[src/hdl/chpg_pkg.sv]
// Shared constants for the cubic Hermite point generator.
package chpg_pkg;

  // Default sizes of the block.
  localparam int COORD_WIDTH_DEF = 16;
  localparam int FRAC_BITS_DEF   = 16;
  localparam int MAX_STEPS_DEF   = 64;

  // Width of the step count field and of the point counters.
  localparam int STEP_W = 7;

endpackage

[src/hdl/chpg_if.sv]
// Valid/ready channel interfaces for segments in and points out.
interface chpg_seg_if #(
  parameter int CW = chpg_pkg::COORD_WIDTH_DEF
);
  import chpg_pkg::*;

  logic                 valid;
  logic                 ready;
  logic signed [CW-1:0] start_x;
  logic signed [CW-1:0] start_y;
  logic signed [CW-1:0] end_x;
  logic signed [CW-1:0] end_y;
  logic signed [CW-1:0] start_tangent_x;
  logic signed [CW-1:0] start_tangent_y;
  logic signed [CW-1:0] end_tangent_x;
  logic signed [CW-1:0] end_tangent_y;
  logic [STEP_W-1:0]    step_count;

  modport source (
    output valid, start_x, start_y, end_x, end_y,
    output start_tangent_x, start_tangent_y, end_tangent_x, end_tangent_y,
    output step_count,
    input  ready
  );

  modport sink (
    input  valid, start_x, start_y, end_x, end_y,
    input  start_tangent_x, start_tangent_y, end_tangent_x, end_tangent_y,
    input  step_count,
    output ready
  );
endinterface

interface chpg_pnt_if #(
  parameter int CW = chpg_pkg::COORD_WIDTH_DEF
);
  logic                 valid;
  logic                 ready;
  logic signed [CW-1:0] point_x;
  logic signed [CW-1:0] point_y;
  logic                 last_point;

  modport source (
    output valid, point_x, point_y, last_point,
    input  ready
  );

  modport sink (
    input  valid, point_x, point_y, last_point,
    output ready
  );
endinterface

[src/hdl/chpg_div.sv]
// Restoring divider that forms floor(i * 2^FRAC_BITS / n) one quotient bit per cycle.
module chpg_div #(
  parameter int FRAC_BITS = chpg_pkg::FRAC_BITS_DEF
) (
  input  logic                        clk_i,
  input  logic                        rst_ni,
  input  logic                        start_i,
  input  logic [chpg_pkg::STEP_W-1:0] dividend_i,
  input  logic [chpg_pkg::STEP_W-1:0] divisor_i,
  output logic [FRAC_BITS-1:0]        quot_o,
  output logic                        done_o
);
  import chpg_pkg::*;

  localparam int CNT_W = $clog2(FRAC_BITS + 1);

  logic [STEP_W-1:0]    rem_q;
  logic [FRAC_BITS-1:0] quot_q;
  logic [CNT_W-1:0]     cnt_q;
  logic                 busy_q;
  logic                 done_q;
  logic [STEP_W:0]      rem2;
  logic [STEP_W:0]      diff;
  logic                 take;

  // One compare and subtract step; the dividend is below the divisor.
  always_comb begin
    rem2 = {rem_q, 1'b0};
    diff = rem2 - {1'b0, divisor_i};
    take = (rem2 >= {1'b0, divisor_i});
  end

  // Iteration control.
  always_ff @(posedge clk_i or negedge rst_ni) begin
    if (!rst_ni) begin
      cnt_q  <= '0;
      busy_q <= 1'b0;
      done_q <= 1'b0;
    end else if (start_i) begin
      cnt_q  <= CNT_W'(FRAC_BITS);
      busy_q <= 1'b1;
      done_q <= 1'b0;
    end else if (busy_q) begin
      cnt_q <= cnt_q - CNT_W'(1);
      if (cnt_q == CNT_W'(1)) begin
        busy_q <= 1'b0;
        done_q <= 1'b1;
      end
    end else begin
      done_q <= 1'b0;
    end
  end

  // Partial remainder and quotient.
  always_ff @(posedge clk_i) begin
    if (start_i) begin
      rem_q <= dividend_i;
    end else if (busy_q) begin
      rem_q  <= take ? diff[STEP_W-1:0] : rem2[STEP_W-1:0];
      quot_q <= {quot_q[FRAC_BITS-2:0], take};
    end
  end

  assign quot_o = quot_q;
  assign done_o = done_q;

endmodule

[src/hdl/chpg_mul.sv]
// Shared signed multiplier with a registered product.
module chpg_mul #(
  parameter int A_W = chpg_pkg::FRAC_BITS_DEF + 3,
  parameter int B_W = chpg_pkg::COORD_WIDTH_DEF
) (
  input  logic                      clk_i,
  input  logic signed [A_W-1:0]     a_i,
  input  logic signed [B_W-1:0]     b_i,
  output logic signed [A_W+B_W-1:0] p_o
);
  import chpg_pkg::*;

  // The product is taken every cycle; the sequencer decides which one it uses.
  always_ff @(posedge clk_i) begin
    p_o <= a_i * b_i;
  end

endmodule

[src/hdl/cubic_hermite_point_generator_top.sv]
// Top level of the cubic Hermite point generator: sequencer and datapath registers.
//
// Usage: a segment (start and end points, start and end tangents, step count N)
// is transferred on seg_i. The block then produces N points on pnt_o for
// u = i/N, i = 0 .. N-1; the end point itself is not produced, and the final
// point carries last_point. A step count of zero is accepted and gives no
// point; a count above MAX_STEPS is treated as MAX_STEPS.
// seg_i is ready only while no segment is in work. The time per point is set
// by the bit-serial divider that forms u and by the single multiplier, which
// is used for u^2, u^3 and the eight weight-times-coordinate products in turn.
// Points leave through an output register, so the next point is computed
// while the receiver holds the current one; the sequencer only waits when a
// finished point meets a still-full output register.
// Reset (rst_ni low, asynchronous) drops any segment in work and empties the
// output register.
module cubic_hermite_point_generator_top #(
  parameter int MAX_STEPS   = chpg_pkg::MAX_STEPS_DEF,
  parameter int COORD_WIDTH = chpg_pkg::COORD_WIDTH_DEF,
  parameter int FRAC_BITS   = chpg_pkg::FRAC_BITS_DEF
) (
  input logic         clk_i,
  input logic         rst_ni,
  chpg_seg_if.sink    seg_i,
  chpg_pnt_if.source  pnt_o
);
  import chpg_pkg::*;

  // Weight width, second multiplier operand, product and accumulator widths.
  localparam int WW  = FRAC_BITS + 3;
  localparam int MBW = (COORD_WIDTH > FRAC_BITS) ? COORD_WIDTH : FRAC_BITS + 1;
  localparam int PW  = WW + MBW;
  localparam int AW  = COORD_WIDTH + FRAC_BITS + 5;

  localparam logic signed [WW-1:0] ONE_W = WW'(1) << FRAC_BITS;
  localparam logic signed [AW-1:0] SAT_HI =
    {{(AW - COORD_WIDTH + 1){1'b0}}, {(COORD_WIDTH - 1){1'b1}}};
  localparam logic signed [AW-1:0] SAT_LO =
    {{(AW - COORD_WIDTH + 1){1'b1}}, {(COORD_WIDTH - 1){1'b0}}};
  localparam logic signed [AW-1:0] RND_BIAS =
    {{(AW - FRAC_BITS){1'b0}}, {FRAC_BITS{1'b1}}};
  localparam logic signed [AW-1:0] ZERO_ACC = '0;

  typedef enum logic [2:0] {
    ST_IDLE,
    ST_DIV_START,
    ST_DIV_WAIT,
    ST_MUL_U2,
    ST_MUL_U3,
    ST_WGT,
    ST_MAC,
    ST_FIN
  } state_e;

  state_e                        state_q;
  logic [STEP_W-1:0]             n_q;
  logic [STEP_W-1:0]             i_q;
  logic [3:0]                    k_q;
  logic                          out_valid_q;
  logic signed [COORD_WIDTH-1:0] out_x_q;
  logic signed [COORD_WIDTH-1:0] out_y_q;
  logic                          out_last_q;

  logic [FRAC_BITS-1:0]          u_q;
  logic [FRAC_BITS-1:0]          u2_q;
  logic signed [WW-1:0]          h_q [4];
  logic signed [WW-1:0]          h_d [4];
  logic signed [AW-1:0]          acc_q [2];
  logic signed [COORD_WIDTH-1:0] coord_q [8];

  logic                          seg_xfer;
  logic                          out_load;
  logic [STEP_W-1:0]             n_sat;
  logic                          is_last;
  logic                          div_done;
  logic [FRAC_BITS-1:0]          div_quot;
  logic signed [WW-1:0]          mul_a;
  logic signed [MBW-1:0]         mul_b;
  logic signed [PW-1:0]          p_q;
  logic [FRAC_BITS-1:0]          p_frac;
  logic signed [WW-1:0]          wa;
  logic signed [WW-1:0]          wb;
  logic signed [WW-1:0]          wc;
  logic signed [AW-1:0]          sh_x;
  logic signed [AW-1:0]          sh_y;
  logic signed [COORD_WIDTH-1:0] fin_x;
  logic signed [COORD_WIDTH-1:0] fin_y;

  assign seg_i.ready = (state_q == ST_IDLE);
  assign seg_xfer    = seg_i.valid && seg_i.ready;
  assign out_load    = (state_q == ST_FIN) && (!out_valid_q || pnt_o.ready);
  assign n_sat       = (seg_i.step_count > STEP_W'(MAX_STEPS)) ?
                       STEP_W'(MAX_STEPS) : seg_i.step_count;
  assign is_last     = (i_q == n_q - STEP_W'(1));
  assign p_frac      = p_q[2*FRAC_BITS-1:FRAC_BITS];

  // Bit-serial division for u = floor(i * 2^FRAC_BITS / n).
  chpg_div #(
    .FRAC_BITS (FRAC_BITS)
  ) u_div (
    .clk_i      (clk_i),
    .rst_ni     (rst_ni),
    .start_i    (state_q == ST_DIV_START),
    .dividend_i (i_q),
    .divisor_i  (n_q),
    .quot_o     (div_quot),
    .done_o     (div_done)
  );

  // Operand selection for the shared multiplier.
  always_comb begin
    case (state_q)
      ST_MUL_U2: begin
        mul_a = WW'(u_q);
        mul_b = MBW'(u_q);
      end
      ST_MUL_U3: begin
        mul_a = WW'(p_frac);
        mul_b = MBW'(u_q);
      end
      default: begin
        mul_a = h_q[k_q[2:1]];
        mul_b = MBW'(coord_q[k_q[2:0]]);
      end
    endcase
  end

  chpg_mul #(
    .A_W (WW),
    .B_W (MBW)
  ) u_mul (
    .clk_i (clk_i),
    .a_i   (mul_a),
    .b_i   (mul_b),
    .p_o   (p_q)
  );

  // Hermite weights from u, u^2 and u^3 (u^3 is in the product register).
  always_comb begin
    wa     = WW'(u_q);
    wb     = WW'(u2_q);
    wc     = WW'(p_frac);
    h_d[0] = (wc <<< 1) - (wb + (wb <<< 1)) + ONE_W;
    h_d[1] = (wb + (wb <<< 1)) - (wc <<< 1);
    h_d[2] = wc - (wb <<< 1) + wa;
    h_d[3] = wc - wb;
  end

  // Drop the fraction, rounding toward zero, and clamp to the coordinate range.
  always_comb begin
    sh_x = (acc_q[0] + (acc_q[0][AW-1] ? RND_BIAS : ZERO_ACC)) >>> FRAC_BITS;
    sh_y = (acc_q[1] + (acc_q[1][AW-1] ? RND_BIAS : ZERO_ACC)) >>> FRAC_BITS;
    if (sh_x > SAT_HI) begin
      fin_x = SAT_HI[COORD_WIDTH-1:0];
    end else if (sh_x < SAT_LO) begin
      fin_x = SAT_LO[COORD_WIDTH-1:0];
    end else begin
      fin_x = sh_x[COORD_WIDTH-1:0];
    end
    if (sh_y > SAT_HI) begin
      fin_y = SAT_HI[COORD_WIDTH-1:0];
    end else if (sh_y < SAT_LO) begin
      fin_y = SAT_LO[COORD_WIDTH-1:0];
    end else begin
      fin_y = sh_y[COORD_WIDTH-1:0];
    end
  end

  // Sequencer and output register.
  always_ff @(posedge clk_i or negedge rst_ni) begin
    if (!rst_ni) begin
      state_q     <= ST_IDLE;
      n_q         <= '0;
      i_q         <= '0;
      k_q         <= '0;
      out_valid_q <= 1'b0;
      out_x_q     <= '0;
      out_y_q     <= '0;
      out_last_q  <= 1'b0;
    end else begin
      // A finished point enters the output register, or a transfer empties it.
      if (out_load) begin
        out_valid_q <= 1'b1;
        out_x_q     <= fin_x;
        out_y_q     <= fin_y;
        out_last_q  <= is_last;
      end else if (pnt_o.ready) begin
        out_valid_q <= 1'b0;
      end
      case (state_q)
        ST_IDLE: begin
          if (seg_xfer && (seg_i.step_count != '0)) begin
            n_q     <= n_sat;
            i_q     <= '0;
            state_q <= ST_DIV_START;
          end
        end
        ST_DIV_START: state_q <= ST_DIV_WAIT;
        ST_DIV_WAIT: begin
          if (div_done) begin
            state_q <= ST_MUL_U2;
          end
        end
        ST_MUL_U2: state_q <= ST_MUL_U3;
        ST_MUL_U3: state_q <= ST_WGT;
        ST_WGT: begin
          k_q     <= '0;
          state_q <= ST_MAC;
        end
        ST_MAC: begin
          if (k_q == 4'd8) begin
            state_q <= ST_FIN;
          end else begin
            k_q <= k_q + 4'd1;
          end
        end
        ST_FIN: begin
          if (out_load) begin
            if (is_last) begin
              state_q <= ST_IDLE;
            end else begin
              i_q     <= i_q + STEP_W'(1);
              state_q <= ST_DIV_START;
            end
          end
        end
        default: state_q <= ST_IDLE;
      endcase
    end
  end

  // Datapath registers: segment operands, powers of u, weights, sums.
  always_ff @(posedge clk_i) begin
    if (seg_xfer) begin
      coord_q[0] <= seg_i.start_x;
      coord_q[1] <= seg_i.start_y;
      coord_q[2] <= seg_i.end_x;
      coord_q[3] <= seg_i.end_y;
      coord_q[4] <= seg_i.start_tangent_x;
      coord_q[5] <= seg_i.start_tangent_y;
      coord_q[6] <= seg_i.end_tangent_x;
      coord_q[7] <= seg_i.end_tangent_y;
    end
    case (state_q)
      ST_DIV_WAIT: begin
        if (div_done) begin
          u_q <= div_quot;
        end
      end
      ST_MUL_U3: u2_q <= p_frac;
      ST_WGT: begin
        h_q[0] <= h_d[0];
        h_q[1] <= h_d[1];
        h_q[2] <= h_d[2];
        h_q[3] <= h_d[3];
      end
      ST_MAC: begin
        // Products arrive in the cycle after issue; even ones are x, odd ones y.
        if (k_q == 4'd0) begin
          acc_q[0] <= '0;
          acc_q[1] <= '0;
        end else begin
          acc_q[~k_q[0]] <= acc_q[~k_q[0]] + AW'(p_q);
        end
      end
      default: ;
    endcase
  end

  assign pnt_o.valid      = out_valid_q;
  assign pnt_o.point_x    = out_x_q;
  assign pnt_o.point_y    = out_y_q;
  assign pnt_o.last_point = out_last_q;

endmodule
[src/flat_wrapper.sv]
// flat-port wrapper written by rule: the top's interface ports become plain ports
module cubic_hermite_point_generator_top_flat import chpg_pkg::*;
#(
  parameter int MAX_STEPS   = chpg_pkg::MAX_STEPS_DEF,
  parameter int COORD_WIDTH = chpg_pkg::COORD_WIDTH_DEF,
  parameter int FRAC_BITS   = chpg_pkg::FRAC_BITS_DEF
)
  (clk_i, rst_ni, seg_i_valid, seg_i_start_x, seg_i_start_y, seg_i_end_x, seg_i_end_y, seg_i_start_tangent_x, seg_i_start_tangent_y, seg_i_end_tangent_x, seg_i_end_tangent_y, seg_i_step_count, seg_i_ready, pnt_o_valid, pnt_o_point_x, pnt_o_point_y, pnt_o_last_point, pnt_o_ready);
  chpg_seg_if seg_i_i ();
  chpg_pnt_if pnt_o_i ();
  input logic clk_i;
  input logic rst_ni;
  input wire logic [$bits(seg_i_i.valid)-1:0] seg_i_valid;
  input wire logic [$bits(seg_i_i.start_x)-1:0] seg_i_start_x;
  input wire logic [$bits(seg_i_i.start_y)-1:0] seg_i_start_y;
  input wire logic [$bits(seg_i_i.end_x)-1:0] seg_i_end_x;
  input wire logic [$bits(seg_i_i.end_y)-1:0] seg_i_end_y;
  input wire logic [$bits(seg_i_i.start_tangent_x)-1:0] seg_i_start_tangent_x;
  input wire logic [$bits(seg_i_i.start_tangent_y)-1:0] seg_i_start_tangent_y;
  input wire logic [$bits(seg_i_i.end_tangent_x)-1:0] seg_i_end_tangent_x;
  input wire logic [$bits(seg_i_i.end_tangent_y)-1:0] seg_i_end_tangent_y;
  input wire logic [$bits(seg_i_i.step_count)-1:0] seg_i_step_count;
  output wire logic [$bits(seg_i_i.ready)-1:0] seg_i_ready;
  output wire logic [$bits(pnt_o_i.valid)-1:0] pnt_o_valid;
  output wire logic [$bits(pnt_o_i.point_x)-1:0] pnt_o_point_x;
  output wire logic [$bits(pnt_o_i.point_y)-1:0] pnt_o_point_y;
  output wire logic [$bits(pnt_o_i.last_point)-1:0] pnt_o_last_point;
  input wire logic [$bits(pnt_o_i.ready)-1:0] pnt_o_ready;
  assign seg_i_i.valid = seg_i_valid;
  assign seg_i_i.start_x = seg_i_start_x;
  assign seg_i_i.start_y = seg_i_start_y;
  assign seg_i_i.end_x = seg_i_end_x;
  assign seg_i_i.end_y = seg_i_end_y;
  assign seg_i_i.start_tangent_x = seg_i_start_tangent_x;
  assign seg_i_i.start_tangent_y = seg_i_start_tangent_y;
  assign seg_i_i.end_tangent_x = seg_i_end_tangent_x;
  assign seg_i_i.end_tangent_y = seg_i_end_tangent_y;
  assign seg_i_i.step_count = seg_i_step_count;
  assign seg_i_ready = seg_i_i.ready;
  assign pnt_o_valid = pnt_o_i.valid;
  assign pnt_o_point_x = pnt_o_i.point_x;
  assign pnt_o_point_y = pnt_o_i.point_y;
  assign pnt_o_last_point = pnt_o_i.last_point;
  assign pnt_o_i.ready = pnt_o_ready;
  cubic_hermite_point_generator_top #(.MAX_STEPS(MAX_STEPS), .COORD_WIDTH(COORD_WIDTH), .FRAC_BITS(FRAC_BITS)) u_core (.clk_i(clk_i), .rst_ni(rst_ni), .seg_i(seg_i_i), .pnt_o(pnt_o_i));
endmodule
[config.mk]
export PLATFORM = sky130hd
export DESIGN_NAME = cubic_hermite_point_generator_top_flat
export DESIGN_NICKNAME = d
export VERILOG_FILES = /design/src/hdl/chpg_pkg.sv /design/src/hdl/chpg_if.sv /design/src/hdl/chpg_div.sv /design/src/hdl/chpg_mul.sv /design/src/hdl/cubic_hermite_point_generator_top.sv /design/src/flat_wrapper.sv
export SDC_FILE = /design/constraint.sdc
export NUM_CORES = 2
export LEC_CHECK = 0
export BUFFER_PORTS_ARGS = -buffer_cell sky130_fd_sc_hd__buf_4
export CORE_UTILIZATION = 45
export DETAILED_ROUTE_END_ITERATION = 6
export PLACE_DENSITY = 0.74
export REMOVE_ABC_BUFFERS = 1
export SLEW_MARGIN = 20
export SYNTH_ARGS = -nofsm -noshare
export SYNTH_HDL_FRONTEND = slang
export SYNTH_SLANG_ARGS = --single-unit
[constraint.sdc]
create_clock -name clk_i -period 7.9 [get_ports clk_i]
set_clock_uncertainty 0.2 [all_clocks]
set_input_delay 1.58 -clock clk_i [delete_from_list [all_inputs] [get_ports clk_i]]
set_output_delay 1.58 -clock clk_i [all_outputs]
set_load 0.005 [all_outputs]
Word level (Yosys, flattened, before mapping):

Memory sizes are Yosys's and may differ from the RTL's.
Index checks and enable logic that the tools add are counted.

* memories kept: 3
* RAM bits: 278
* register bits after elaboration: 153
* output and inout bits: 35
* logic and storage cells: 127
* bits of input ports: 139

* equal/unequal tests: 17
* mux-type cells: 47
* $mul: 1
* add/subtract/negate cells: 15
* bitwise operators: 2
* $lt $le $gt $ge: 6
* reduce and logical (&&, ||, !) cells: 20

Memories
* u_core.coord_q: words 8, bits a word 16, read ports 1, clocked after memory_dff 0, wr ports 8, RTL line cubic_hermite_point_generator_top.sv:68 `logic signed [COORD_WIDTH-1:0] coord_q [8];`
* u_core.h_q: words 4, bits a word 19, read ports 1, clocked after memory_dff 0, wr ports 4, RTL line cubic_hermite_point_generator_top.sv:65 `logic signed [WW-1:0] h_q [4];`
* u_core.acc_q: words 2, bits a word 37, read ports 3, clocked after memory_dff 0, wr ports 2, RTL line cubic_hermite_point_generator_top.sv:67 `logic signed [AW-1:0] acc_q [2];`

Operators with widths (number)
* 16-bit 2-to-1 mux: 6
* 37-bit by 17-bit adder with 37-bit output: 2
* 7-bit 2-to-1 mux: 7
* 21-bit by 16-bit > comparator with 1-bit output (second input constant): 2
* 21-bit by 16-bit < comparator with 1-bit output (second input constant): 2
* 19-bit case mux with 2 select lines: 1
* 37-bit by 36-bit adder with 37-bit output: 1
* 37-bit 2-to-1 mux: 1
* 37-bit OR reduction: 1
* 19-bit by 17-bit multiplier with 36-bit output: 1
* 3-bit case mux with 8 select lines: 1
* 1-bit 2-to-1 mux: 21
* 19-bit by 17-bit adder with 19-bit output: 1
* 19-bit by 18-bit adder with 19-bit output (second input constant): 1
* 18-bit by 19-bit subtractor with 19-bit output: 1
* 19-bit by 18-bit subtractor with 19-bit output: 1
* 16-bit by 17-bit adder with 18-bit output: 1
* 16-bit by 17-bit subtractor with 18-bit output: 1
* 17-bit 2-to-1 mux: 1
* 16-bit by 16-bit subtractor with 17-bit output: 1
* 7-bit case mux with 2 select lines: 1
* 3-bit == test (second input constant): 4
* 3-bit 2-to-1 mux: 4
* 5-bit 2-to-1 mux: 2
* 28 further kinds: 43

Logic depth before layout (Yosys ltp):

* depth in word-level cells: 6
* gate-level depth with buffers: 33
* mapped depth without buffers: 31

Modules after synthesis:

From an unflattened synthesis, not the netlist that was laid out.

* cell total of the unflattened synthesis: 3454
* area total of the unflattened synthesis: 36595.1 µm²

By module, submodules not included
* cubic_hermite_point_generator_top: area each 22121.2 µm², instances 1, seq. area each 10595.2 µm², cells each 1948
* chpg_mul: area each 12829.8 µm², instances 1, seq. area each 720.7 µm², cells each 1371
* chpg_div: area each 1644.1 µm², instances 1, seq. area each 865.8 µm², cells each 135

Worst setup path before layout:

No wires, ideal clock.

* kind: register to register
* start: register u_core.k_q[1]
* end: register u_core.u_mul.p_o[34]
* arrival time: 7.540 ns
* required time: 7.628 ns
* buffers on the path: 4
* period minus slack after synthesis: 7.812 ns
* path slack: 0.088 ns
* setup time: 0.072 ns
* cell stages (with the launch flop): 32
* path through: dfrtp_1 clkbuf_1 buf_2 buf_1 mux4_2 mux2i_1 nand2_1 o21a_1 clkbuf_1 nand2_1 fa_1 inv_1 fa_1 inv_1 fa_1 inv_1 fa_1 fa_1 inv_1 fa_1 inv_1 ha_1 a21o_1 a21oi_1 o21ai_0 a21o_1 a21oi_1 o2111ai_1 nand3_1 o21ai_0 a311oi_1 xnor2_1

* word-level cells in the longest chain between the ends: 3
* elaborated cells on any way between the ends: 5
* classes of those cells: mul (1); mux (2); memory (2)

Ends and longest elaborated chain
* start, declared: RTL line cubic_hermite_point_generator_top.sv:57 `logic [3:0] k_q;`
* start signal, assigned: RTL line cubic_hermite_point_generator_top.sv:213 `k_q <= k_q + 4'd1;`
* memory 8 x 16 bit or memory 4 x 19 bit (tied branches)
* 17-bit 2-to-1 mux or 19-bit case mux with 2 select lines (tied branches): RTL line cubic_hermite_point_generator_top.sv:111 `case (state_q)`
* 19-bit by 17-bit multiplier with 36-bit output *: RTL line chpg_mul.sv:15 `p_o <= a_i * b_i;`
* end signal, assigned: RTL line chpg_mul.sv:15
* end, declared: RTL line chpg_mul.sv:9 `output logic signed [A_W+B_W-1:0] p_o`

Mark *: on every way between the ends. The rest lies on a longest branch, timed or not.
A chain may end at the register's enable or synchronous reset.

Worst setup path in the final report:

* start: register u_core.k_q[0]
* end: register u_core.u_mul.p_o[33]

* word-level cells in the longest chain between the ends: 3

Ends and longest elaborated chain (RTL line)
* memory 8 x 16 bit
* 17-bit 2-to-1 mux: cubic_hermite_point_generator_top.sv:111
* 19-bit by 17-bit multiplier with 36-bit output: chpg_mul.sv:15

No other way between the ends.

==> results.toml <==
[outcome]
status = "finished clean"

[worst_setup_path]
cp_max_fo = 10
reg2reg_depth = 27
path_class = "reg2reg"
r2r_end = "u_core.u_mul.p_o[33]"
startpoint_type = "register"
crit_top_cell = "fa_1"
critical_path_depth = 27
reg2reg_from = "u_core.k_q[0]"
end_kind = "register"
cpPeakStageDelay_ps = 540
crit_required_ps = 8190
cp_num_buf_inv = 7
r2r_slack_ps = 250
cp_top_family = "adder cells"
crit_slowest_cell = "fa_1"
critPathArrivalTime_ps = 7940

[logic_synthesis]
synth.avg_cell_area_sq_um = 10.53
synth_top_flop_cell = "edfxtp_1"
synthDistinctLibCells = 83
ys_seq_area_share_pct = 34.11
synth_cells = 3392
synth_area_sq_mm = 0.03572
yosys_register_bits = 428
synth_edf_count = 330
synth_warnings = 0
synthArstFlopShare_pct = 14.49

[placement]
gp_congestion = 0.9484
portBuffers = 173
dp.final_hpwl_um = 70990

[global_routing]
antenna_found_initial = 0
grt_busiest_layer = "met2"
grt_pass1_vias = 25810
grt_util_met2_pct = 36.83
grt_pass1_wl_um = 140600
grt_max_degree = 86
grt_use_total_pct = 22.08
grt-ovfl-total = 0
grtUsageMet3_pct = 3.023
grtUsageMet1_pct = 29.80

[detailed_routing]
drc = 0
ant_nets = 0
via_count = 25900
wire_per_inst_um = 18.73
wl_um = 89290
avgViaCountPerCell = 5.432
drt-pass1-iter-count = 6
drtIter0Drc = 1941

[sta]
slew_headroom_pct = 19.46
fmax_mhz = 130.8
min_period_ps = 7647
final_max_slew_viol_count = 0
period_share_pct = 96.80
worstMarginPinSlew_ps = 1178
hold_ws_ps = 220.2
hold_viol = 0
setup_viol = 0

[cts]
root_buffer = "clkbuf_16"
path_clk_slew_ps = 60
cts_tree = "built"
cts_made_buffers = 47
h-tree-depth = 2
clockBufferDepth = 3
clkSinkCount = 428
insertion_delay_ps = 600

[cells_and_area]
multi_input_area_sq_mm = 0.02160
mostFrequentLayoutCell = "inv_1"
diodes = 0
fillCellCount = 6743
drive_above_1_share_pct = 15.88
layout_common_cells = "461 x inv_1, 366 x nor2_1, 335 x fa_1"
final-seq-area_sq_mm = 0.01219
synthToLayoutAreaGrowth_pct = 15.34
finish.net_count = 4445

[min_path]
hold_class = "reg2reg"
min_delay_path_depth = 0
min_to = "u_core.u_q[15]"
hold_start = "u_core.u_div.quot_o[15]"

[flow_run]
max-cap-violations = 0

[floorplanning]
die_h_um = 283.7
die-area_sq_mm = 0.08050
design.portCount = 174
rows = 102
die-width_um = 283.7
coreArea_sq_mm = 0.07798
start_util_pct = 45.81
## worst max path at each step
stage | startpoint | end
6_report | u_core.k_q[0] | u_core.u_mul.p_o[33]
5_1_grt | u_core.state_q[1] | u_core.u_mul.p_o[34]
4_1_cts | u_core.k_q[0] | u_core.u_mul.p_o[34]
3_5_place_dp | u_core.k_q[0] | u_core.u_mul.p_o[33]
3_3_place_gp | u_core.k_q[0] | u_core.u_mul.p_o[35]
2_1_floorplan | u_core.k_q[0] | u_core.u_mul.p_o[34]
## layout make-up
| class | count | share of cell area [%] |
|---|---|---|
| sequential | 428 | 29.58 |
| multi-input combinational | 2405 | 52.43 |
| tap | 1040 | 3.159 |
| clock inverter | 30 | 0.9537 |
| inverter | 465 | 4.237 |
| clock buffer | 58 | 3.180 |
| timing repair buffer | 341 | 6.463 |
## through the flow
step	cell area [sq um]	std cells	TNS [ps]	setup WS [ps]	util [%]
after floorplan	35320	3297	-32030	-1902	-
after global placement	39290	4676	-345.2	-115.2	50.38
after detailed placement	39290	4676	-695.8	-194.2	50.38
after CTS	41050	4766	0	1.714	52.64
after global routing	41200	4767	-35.32	-35.32	52.83
final	41200	4767	0	252.6	52.83
## metal layers
layer / up-vias / part of all wire (%)
met4: 0 / 3.4
met1: 12670 / 42
met3: 185 / 6.9
met2: 971 / 47
li1: 12070 / -
met5: - / 0
## kinds of logic after synthesis
family,synth area share (%)
AND/OR/NAND/NOR,11.55
adder cells (fa/ha/maj),28.69
buffers and inverters,5.990
AO/OA/AOI/OAI,9.864
flip-flops,34.11
XOR/XNOR,4.978
multiplexers,4.820
## synth_stat cells (52+ instances only)
cell | n | share of area, %
nand2_1 | 319 | 3.4
ha_1 | 283 | 9.9
clkbuf_1 | 79 | 0.83
nor3_1 | 52 | 0.73
edfxtp_1 | 330 | 28
o21ai_0 | 81 | 1.1
xor2_1 | 72 | 1.8
inv_1 | 462 | 4.9
fa_1 | 335 | 19
a21oi_1 | 169 | 2.4
dfrtp_1 | 62 | 4.3
a21o_1 | 84 | 1.8
nor2_1 | 369 | 3.9
xnor2_1 | 131 | 3.2
## repair_timing
action / 4_1_cts / 5_1_grt
hold buffers: 0 / 0
setup buffers: 2 / 0
gates resized for setup: 10 / 37
setup endpoints to repair: 8 / 14
pin swaps: 0 / 2
hold endpoints to repair: 0 / 0
cloned: 0 / 1
## registers in the layout (all words and copies together) (netlist names)
register and count:
u_core.u_q 16, u_core.u_div.rem_q 7, u_core.pnt_o.point_y 16, u_core.coord_q 128, u_core.pnt_o.last_point 1, u_core.pnt_o.valid 1
u_core.h_q 73, u_core.u_mul.p_o 36, u_core.u_div.busy_q 1, u_core.i_q 7, u_core.state_q 3, u_core.u_div.done_o 1
u_core.pnt_o.point_x 16, u_core.u2_q 16, u_core.u_div.cnt_q 5, u_core.u_div.quot_o 16, u_core.k_q 4, u_core.n_q 7
u_core.acc_q 74
Power is not shown: default switching activity piles up to over one toggle a cycle in this logic, so the estimate is an artifact.
